`config.mk`:
```
export PLATFORM = sky130hd
export DESIGN_NAME = hill_cipher_2x2_pair
export DESIGN_NICKNAME = d
export VERILOG_FILES = /design/src/sv/hc_pkg.sv /design/src/sv/hc_key_regs.sv /design/src/sv/hill_cipher_2x2_pair.sv
export SDC_FILE = /design/constraint.sdc
export NUM_CORES = 2
export LEC_CHECK = 0
export BUFFER_PORTS_ARGS = -buffer_cell sky130_fd_sc_hd__buf_4
export CORE_MARGIN = 3
export CORE_UTILIZATION = 42
export CTS_CLUSTER_SIZE = 30
export DETAILED_ROUTE_END_ITERATION = 7
export GPL_TIMING_DRIVEN = 1
export HOLD_SLACK_MARGIN = 0.02
export SYNTH_ARGS = -nofsm -noshare
export SYNTH_HDL_FRONTEND = slang
export SYNTH_SLANG_ARGS = --single-unit
```
`constraint.sdc`:
```
create_clock -name clk -period 12.9 [get_ports clk]
set_input_delay 1.935 -clock clk [delete_from_list [all_inputs] [get_ports clk]]
set_output_delay 1.935 -clock clk [all_outputs]
set_load 0.02 [all_outputs]
```
`src/sv/hc_pkg.sv`:
```
package hc_pkg;

	// Alphabet size and letter width.
	localparam int unsigned Modulus   = 26;
	localparam int unsigned LetterW   = 5;
	// Products and sums of letters stay below 2048.
	localparam int unsigned WideW     = 11;
	// Rounded-up 2^16 / 26, used for the reciprocal reduction.
	localparam int unsigned Recip26   = 2521;
	localparam int unsigned RecipShift = 16;
	// Bias that keeps the determinant difference positive (a multiple of 26).
	localparam int unsigned DetBias   = 650;

	// Key register indexes on the configuration port.
	localparam logic [1:0] IdxKey00 = 2'd0;
	localparam logic [1:0] IdxKey01 = 2'd1;
	localparam logic [1:0] IdxKey10 = 2'd2;
	localparam logic [1:0] IdxKey11 = 2'd3;

	// Key values after reset.
	localparam logic [LetterW-1:0] Key00Rst = 5'd6;
	localparam logic [LetterW-1:0] Key01Rst = 5'd24;
	localparam logic [LetterW-1:0] Key10Rst = 5'd1;
	localparam logic [LetterW-1:0] Key11Rst = 5'd16;

	// Mode codes.
	localparam logic ModeEncrypt = 1'b0;
	localparam logic ModeDecrypt = 1'b1;

	typedef logic [LetterW-1:0] letter_t;

	typedef struct packed {
		letter_t k00;
		letter_t k01;
		letter_t k10;
		letter_t k11;
	} key_t;

	// Reduce a 5-bit value into 0..25 with one compare and subtract.
	function automatic letter_t reduce5(input letter_t v);
		letter_t r;
		r = (v >= letter_t'(Modulus)) ? v - letter_t'(Modulus) : v;
		return r;
	endfunction

	// Modulo 26 of an 11-bit value through a multiply by the reciprocal.
	function automatic letter_t mod26(input logic [WideW-1:0] v);
		logic [22:0]      prod;
		logic [6:0]       q;
		logic [WideW-1:0] r;
		prod = {12'd0, v} * 23'(Recip26);
		q    = prod[22:RecipShift];
		r    = v - WideW'(q) * WideW'(Modulus);
		return r[LetterW-1:0];
	endfunction

	// Additive inverse of a residue in 0..25.
	function automatic letter_t neg26(input letter_t v);
		letter_t r;
		r = (v == '0) ? '0 : letter_t'(Modulus) - v;
		return r;
	endfunction

	// Multiplicative inverse modulo 26; zero means there is none.
	function automatic letter_t inv26(input letter_t d);
		letter_t r;
		case (d)
			5'd1:    r = 5'd1;
			5'd3:    r = 5'd9;
			5'd5:    r = 5'd21;
			5'd7:    r = 5'd15;
			5'd9:    r = 5'd3;
			5'd11:   r = 5'd19;
			5'd15:   r = 5'd7;
			5'd17:   r = 5'd23;
			5'd19:   r = 5'd11;
			5'd21:   r = 5'd5;
			5'd23:   r = 5'd17;
			5'd25:   r = 5'd25;
			default: r = 5'd0;
		endcase
		return r;
	endfunction

endpackage

```
`src/sv/hc_key_regs.sv`:
```
module hc_key_regs (
	input  logic          clk,
	input  logic          arst_n,
	input  logic          cfg_valid,
	output logic          cfg_ready,
	input  logic [1:0]    cfg_index,
	input  logic [4:0]    cfg_data,
	output hc_pkg::key_t  key
);
	import hc_pkg::*;

	key_t key_q;

	// The key registers take a write in any cycle.
	assign cfg_ready = 1'b1;
	assign key       = key_q;

	// Register file for the four key elements.
	always_ff @(posedge clk or negedge arst_n) begin
		if (!arst_n) begin
			key_q.k00 <= Key00Rst;
			key_q.k01 <= Key01Rst;
			key_q.k10 <= Key10Rst;
			key_q.k11 <= Key11Rst;
		end else if (cfg_valid) begin
			case (cfg_index)
				IdxKey00: key_q.k00 <= cfg_data;
				IdxKey01: key_q.k01 <= cfg_data;
				IdxKey10: key_q.k10 <= cfg_data;
				IdxKey11: key_q.k11 <= cfg_data;
				default:  key_q     <= key_q;
			endcase
		end
	end

endmodule

```
`src/sv/hill_cipher_2x2_pair.sv`:
```
// 2x2 Hill cipher on letter pairs, modulo 26. Each request carries one pair
// and a mode; encryption multiplies the pair by the key, decryption derives
// the inverse key per request and multiplies by that. A key with no inverse
// gives key_error and zero letters on decrypt. The datapath is a six-stage
// pipeline (key reduction, determinant products, determinant reduction and
// inverse lookup, inverse key, matrix products, final reduction), and one
// pair is accepted every cycle while the output is not held back by
// m_tready.
// Stages advance independently, so empty stages close up while the output
// waits. Key writes are taken at once and apply to requests accepted after
// the write.
module hill_cipher_2x2_pair (
	input  logic        clk,
	input  logic        arst_n,
	// Configuration write channel.
	input  logic        cfg_valid,
	output logic        cfg_ready,
	input  logic [1:0]  cfg_index,
	input  logic [4:0]  cfg_data,
	// Input pairs.
	input  logic        s_tvalid,
	output logic        s_tready,
	input  logic [15:0] s_tdata,  // [4:0] first_letter, [9:5] second_letter, rest zero
	input  logic [1:0]  s_tuser,  // [0] mode, [1] second_present
	// Result pairs.
	output logic        m_tvalid,
	input  logic        m_tready,
	output logic [15:0] m_tdata,  // [4:0] out_first, [9:5] out_second, rest zero
	output logic        m_tuser   // [0] key_error
);
	import hc_pkg::*;

	key_t key;

	hc_key_regs u_key (
		.clk       (clk),
		.arst_n    (arst_n),
		.cfg_valid (cfg_valid),
		.cfg_ready (cfg_ready),
		.cfg_index (cfg_index),
		.cfg_data  (cfg_data),
		.key       (key)
	);

	logic v_s1, v_s2, v_s3, v_s4, v_s5, v_s6;
	logic en1, en2, en3, en4, en5, en6;

	// Each stage loads when it is empty or its content moves on.
	assign en6 = !v_s6 || m_tready;
	assign en5 = !v_s5 || en6;
	assign en4 = !v_s4 || en5;
	assign en3 = !v_s3 || en4;
	assign en2 = !v_s2 || en3;
	assign en1 = !v_s1 || en2;
	assign s_tready = en1;

	always_ff @(posedge clk or negedge arst_n) begin
		if (!arst_n) begin
			v_s1 <= 1'b0;
			v_s2 <= 1'b0;
			v_s3 <= 1'b0;
			v_s4 <= 1'b0;
			v_s5 <= 1'b0;
			v_s6 <= 1'b0;
		end else begin
			if (en1) v_s1 <= s_tvalid;
			if (en2) v_s2 <= v_s1;
			if (en3) v_s3 <= v_s2;
			if (en4) v_s4 <= v_s3;
			if (en5) v_s5 <= v_s4;
			if (en6) v_s6 <= v_s5;
		end
	end

	// Stage 1: reduce letters and key into 0..25, pad a missing letter.
	logic    mode_s1;
	letter_t x0_s1, x1_s1;
	key_t    k_s1;

	always_ff @(posedge clk) begin
		if (en1) begin
			mode_s1 <= s_tuser[0];
			x0_s1   <= reduce5(s_tdata[4:0]);
			x1_s1   <= s_tuser[1] ? reduce5(s_tdata[9:5]) : '0;
			k_s1.k00 <= reduce5(key.k00);
			k_s1.k01 <= reduce5(key.k01);
			k_s1.k10 <= reduce5(key.k10);
			k_s1.k11 <= reduce5(key.k11);
		end
	end

	// Stage 2: the two determinant products.
	logic       mode_s2;
	letter_t    x0_s2, x1_s2;
	key_t       k_s2;
	logic [9:0] pa_s2, pb_s2;

	always_ff @(posedge clk) begin
		if (en2) begin
			mode_s2 <= mode_s1;
			x0_s2   <= x0_s1;
			x1_s2   <= x1_s1;
			k_s2    <= k_s1;
			pa_s2   <= {5'd0, k_s1.k00} * {5'd0, k_s1.k11};
			pb_s2   <= {5'd0, k_s1.k01} * {5'd0, k_s1.k10};
		end
	end

	// Stage 3: determinant modulo 26 and its inverse.
	logic             mode_s3;
	letter_t          x0_s3, x1_s3;
	key_t             k_s3;
	letter_t          inv_s3;
	logic             err_s3;
	logic [WideW-1:0] det_raw;
	letter_t          det_inv;

	assign det_raw = WideW'(pa_s2) + WideW'(DetBias) - WideW'(pb_s2);
	assign det_inv = inv26(mod26(det_raw));

	always_ff @(posedge clk) begin
		if (en3) begin
			mode_s3 <= mode_s2;
			x0_s3   <= x0_s2;
			x1_s3   <= x1_s2;
			k_s3    <= k_s2;
			inv_s3  <= det_inv;
			err_s3  <= (mode_s2 == ModeDecrypt) && (det_inv == '0);
		end
	end

	// Stage 4: pick the key, or scale the adjugate by the inverse.
	letter_t x0_s4, x1_s4;
	key_t    m_s4;
	logic    err_s4;
	logic    use_inv;

	assign use_inv = (mode_s3 == ModeDecrypt) && !err_s3;

	always_ff @(posedge clk) begin
		if (en4) begin
			x0_s4  <= x0_s3;
			x1_s4  <= x1_s3;
			err_s4 <= err_s3;
			if (use_inv) begin
				m_s4.k00 <= mod26({6'd0, k_s3.k11} * {6'd0, inv_s3});
				m_s4.k01 <= mod26({6'd0, neg26(k_s3.k01)} * {6'd0, inv_s3});
				m_s4.k10 <= mod26({6'd0, neg26(k_s3.k10)} * {6'd0, inv_s3});
				m_s4.k11 <= mod26({6'd0, k_s3.k00} * {6'd0, inv_s3});
			end else begin
				m_s4 <= k_s3;
			end
		end
	end

	// Stage 5: matrix times the letter pair.
	logic [WideW-1:0] p0_s5, p1_s5;
	logic             err_s5;

	always_ff @(posedge clk) begin
		if (en5) begin
			err_s5 <= err_s4;
			p0_s5  <= {6'd0, m_s4.k00} * {6'd0, x0_s4} + {6'd0, m_s4.k01} * {6'd0, x1_s4};
			p1_s5  <= {6'd0, m_s4.k10} * {6'd0, x0_s4} + {6'd0, m_s4.k11} * {6'd0, x1_s4};
		end
	end

	// Stage 6: final reduction into the output register.
	letter_t r0_s6, r1_s6;
	logic    err_s6;

	always_ff @(posedge clk) begin
		if (en6) begin
			err_s6 <= err_s5;
			r0_s6  <= err_s5 ? '0 : mod26(p0_s5);
			r1_s6  <= err_s5 ? '0 : mod26(p1_s5);
		end
	end

	assign m_tvalid = v_s6;
	assign m_tdata  = {6'd0, r1_s6, r0_s6};
	assign m_tuser  = err_s6;

	// A key error always comes with zero letters.
	a_err_zero: assert property (@(posedge clk) disable iff (!arst_n)
		m_tvalid && m_tuser |-> m_tdata[9:0] == 10'd0)
		else $error("key error with nonzero letters");

	// Result letters are always reduced.
	a_range: assert property (@(posedge clk) disable iff (!arst_n)
		m_tvalid |-> (m_tdata[4:0] < 5'd26) && (m_tdata[9:5] < 5'd26))
		else $error("result letter out of range");

	// With the output register empty, the pipeline never refuses a request.
	a_no_block: assert property (@(posedge clk) disable iff (!arst_n)
		!m_tvalid |-> s_tready)
		else $error("input stalled with an empty output");

endmodule
```
==> run summary <==
The worst setup path is captured at a register. Number of flops mapped to enable cells by yosys: 184. The average instance area after synthesis was 10.6 um2. The critical path starts at k_s3[5]. Data on the critical path arrives at its endpoint at 11.11 ns.

For this design, the CTS-stage hold fixing added 0 buffers. The clock passes through at most 3 buffers. The largest single stage delay on the critical path is 0.61 ns. Layout overhead on the synthesized area: 7.19%. The endpoint identified for the worst register-to-register timing path is m_s4[9]. The endpoint required time on the critical path is 13.24 ns, and the number of placement rows is 97. For the final database, setup skew stands at 0.0191 ns. The highest fanout seen on the critical path was 6; the number of cells upsized or downsized after cts was 0. The achievable frequency is 92.9 MHz, and the later-pin clock latency in the skew report is 0.53 ns. TritonCTS built the clock tree. The number of hold violations in the final report was 0.

The run gives 50 as the total I/O pin count. The cell type with the highest occurrence count on the critical path was ha_1. The synthesized netlist devotes 6.06% of its cell area to compound gates. The portion of the clock cycle consumed by the worst path in the final layout is 83.5%, and the number of standard cells after synthesis is 2826. The timing endpoint of the critical path is m_s4[9]. The die covers 74500 um2. Setup violations remaining at the end of the flow were counted as 0.

After synthesis, the largest family of logic cells by area is adder cells. The root buffer cell chosen for the clock tree is clkbuf_16. Start-to-end type of the worst setup path: reg -> reg.

The slowest library cell on the worst path is nor4b_1. The worst register-to-register path begins at k_s3[5]. The run gives 23 as the total CTS buffers. The number of slew-limit violations in the final report was 0; the synthesized flop and latch total was 210. After synthesis, the netlist uses 67 different library cells. The fraction of layout instances using a drive strength above 1 was 4.32%. The HPWL after detailed placement is 47.1 mm.

In this run the most critical hold path is launched from k_s2[1]. Sequential elements use 20.7% of the synthesized area. The routed design has 54.8 mm of wire.

The final weighted congestion of routability-driven global placement was 0.831. The average vias per placed instance came out at 4.83. Entering global routing, the biggest net connects 53 pins.

The DRC violations left was 0. Setup slack on the worst reg-to-reg path comes out at 2.13 ns. Headroom to the max-slew limit came out at 19.9%. The global-route wire length before repair is 96.4 mm, and the combined flip-flop and latch cell area is 6180 um2. For this design, the sink count on the clock tree is 210. The transition time at the pin with the least slew margin was 1.20 ns. Max-cap violations in this run came to 0. The via count of the first global-routing pass was 20.2k. The routed wire length per instance was 14.3 um; the number of filler instances in the final layout was 6568. The adder-cell share of the synthesized area came out at 50.7%. The worst register-to-register path has a depth of 41. Of the post-synthesis cell area, the part taken by muxes is 1.13%. The tools report the post-synthesis cell area as 29900 um2. The number of nets still failing antenna checks after routing was 0; the number of antenna violations at the first check in global routing was 2. The count of nets after finishing came out at 3905.

The path class of the tightest hold or removal check is reg -> reg. The H-tree depth is 1, and the warning count from the yosys run is 0. The logs give 18.5k for the total via count in the routed design and 799 for the initial DRC count.

For the effective utilization at floorplan, the log shows 42.6%. Setup repair after global routing left no endpoint under its margin. The die width is 273 um, and the height of the chip is 273 um.

Clock-pin slew was measured on the worst setup and hold paths at 0.07 ns. After clock tree synthesis, the setup repair step added 0 buffers. Summing all multi-input logic gate instances after layout gives 21100 um2. The type of origin of the critical path was a register.

The xor/xnor share of the synthesized area is 4.88%, and the first-pass iteration count of the detailed router is 5. The dominant synthesized flop cell is edfxtp_1. The time the worst path needs with I/O delays and setup works out to 10.77 ns. Summed over all failing endpoints, the final setup total negative slack is 0 ns. Summed over all layers, the global routing overflow is 0. The floorplan step defined a core boundary enclosing 70300 um2.

Of all flip-flops after synthesis, the portion carrying an async set or reset was 12.4%. Of the total synthesized cell area, the portion taken by AND, OR, NAND and NOR gates is 7.75%. Port buffering added 36 buffers.

The flow ran to the end, and the final reports show no timing, DRC or antenna violations. Global routing consumed, over all layers together, 15.5% of the routing resources.
## per-stage QoR
step / worst slack (ns) / std cells / utilization [%] / cell area [um2] / hold WS (ns)
final: 2.13 / 3833 / 45.7 / 32100 / 0.412
after global routing: 1.27 / 3832 / 45.7 / 32100 / 0.417
after CTS: 2.00 / 3832 / 45.7 / 32100 / 0.413
after detailed placement: 2.03 / 3791 / 44.6 / 31400 / 0.405
after global placement: 2.27 / 3791 / 44.6 / 31400 / 0.404
after floorplan: 3.54 / 2831 / - / 30000 / 0.400
## layer usage
metal	up-vias	routed length [um]	share of wire (%)	track usage (%)
li1	9205	-	-	-
met4	2	733	1.3	2.26
met1	9112	26000	47	21.0
met2	168	26600	49	27.4
met3	45	1480	2.7	1.65
met5	-	13	0.024	0
## sequential cells by signal, summed over array words and instances, names as in the netlist, 10 cells and up
signal and flops:
pa_s2 10, k_s1 20, p1_s5 11, p0_s5 11, k_s3 20, pb_s2 10
u_key.key 20, m_s4 20, k_s2 20
## synth_stat cells (all sizes together) (3+ instances only)
master	count	area [um2]
inv	671	2520
ha	644	8060
fa	355	7110
edfxtp	184	5530
and2	161	1010
nand2	140	526
xnor2	110	963
a21oi	89	453
o21ai	68	340
nor2	61	229
a21o	36	272
o21bai	31	233
xor2	30	270
mux2	22	248
nor2b	22	138
dfrtp	20	500
clkbuf	18	67.6
nand2b	17	106
o21a	13	97.6
nand3	12	60.1
a31oi	9	56.3
mux2i	9	90.1
xnor3	9	204
or2	8	50.1
a21boi	7	52.6
buf	7	52.6
nor3	7	35.0
dfstp	6	158
o31ai	6	45.0
a211oi	5	37.5
o211ai	5	37.5
o2111ai	4	35.0
a221oi	3	26.3
nand3b	3	22.5
## worst min-delay path by stage
stage / depth (start not counted) / end / slack [ns]
global route: 0 / k_s3[1] / 0.42
global placement: 0 / k_s3[1] / 0.40
CTS: 0 / k_s3[1] / 0.41
detailed placement: 0 / k_s3[2] / 0.40
finish: 0 / k_s3[1] / 0.41
floorplan: 0 / err_s5 / 0.40
## logic make-up (layout without fill, tap and decap cells)
logic type | after synthesis | count (layout)
compound gates | 288 | 288
xor+xnor | 150 | 150
fa+ha+maj | 999 | 999
buf+inv | 697 | 758
flops | 210 | 210
mux | 31 | 31
other cells | 2 | 8
simple gates | 449 | 449
## critical path: cells and delay by family, from the launching register on
family | cells | cell delay, ns
fa+ha+maj | 12 | 4.41
xor+xnor | 8 | 2.01
simple gates | 10 | 1.80
compound gates | 9 | 1.74
flops | 1 | 0.46
buf+inv | 2 | 0.15
## cell type report
type                    instances  area share [%]
diodes                          1         0.00780
clock buffers                  28            1.85
clock inverters                13           0.444
repair buffers                 46            1.08
inverters                     671            7.85
multi-input cells            1924            65.8
well taps                     940            3.67
flip-flops and latches        210            19.3
## placed cells by master, fill, tap and decap left out, drive strengths merged, types with 22 or more instances in the layout
cell type	Yosys	final
a21o	36	36
a21oi	89	89
and2	161	161
buf	7	46
clkbuf	18	28
edfxtp	184	184
fa	355	355
ha	644	644
inv	671	673
mux2	22	22
nand2	140	140
nor2	61	61
nor2b	22	22
o21ai	68	68
o21bai	31	31
xnor2	110	110
xor2	30	30
Power is left out: the tool's default activity adds up to more than one toggle a clock period on the data nets, which glitch-free logic cannot reach.
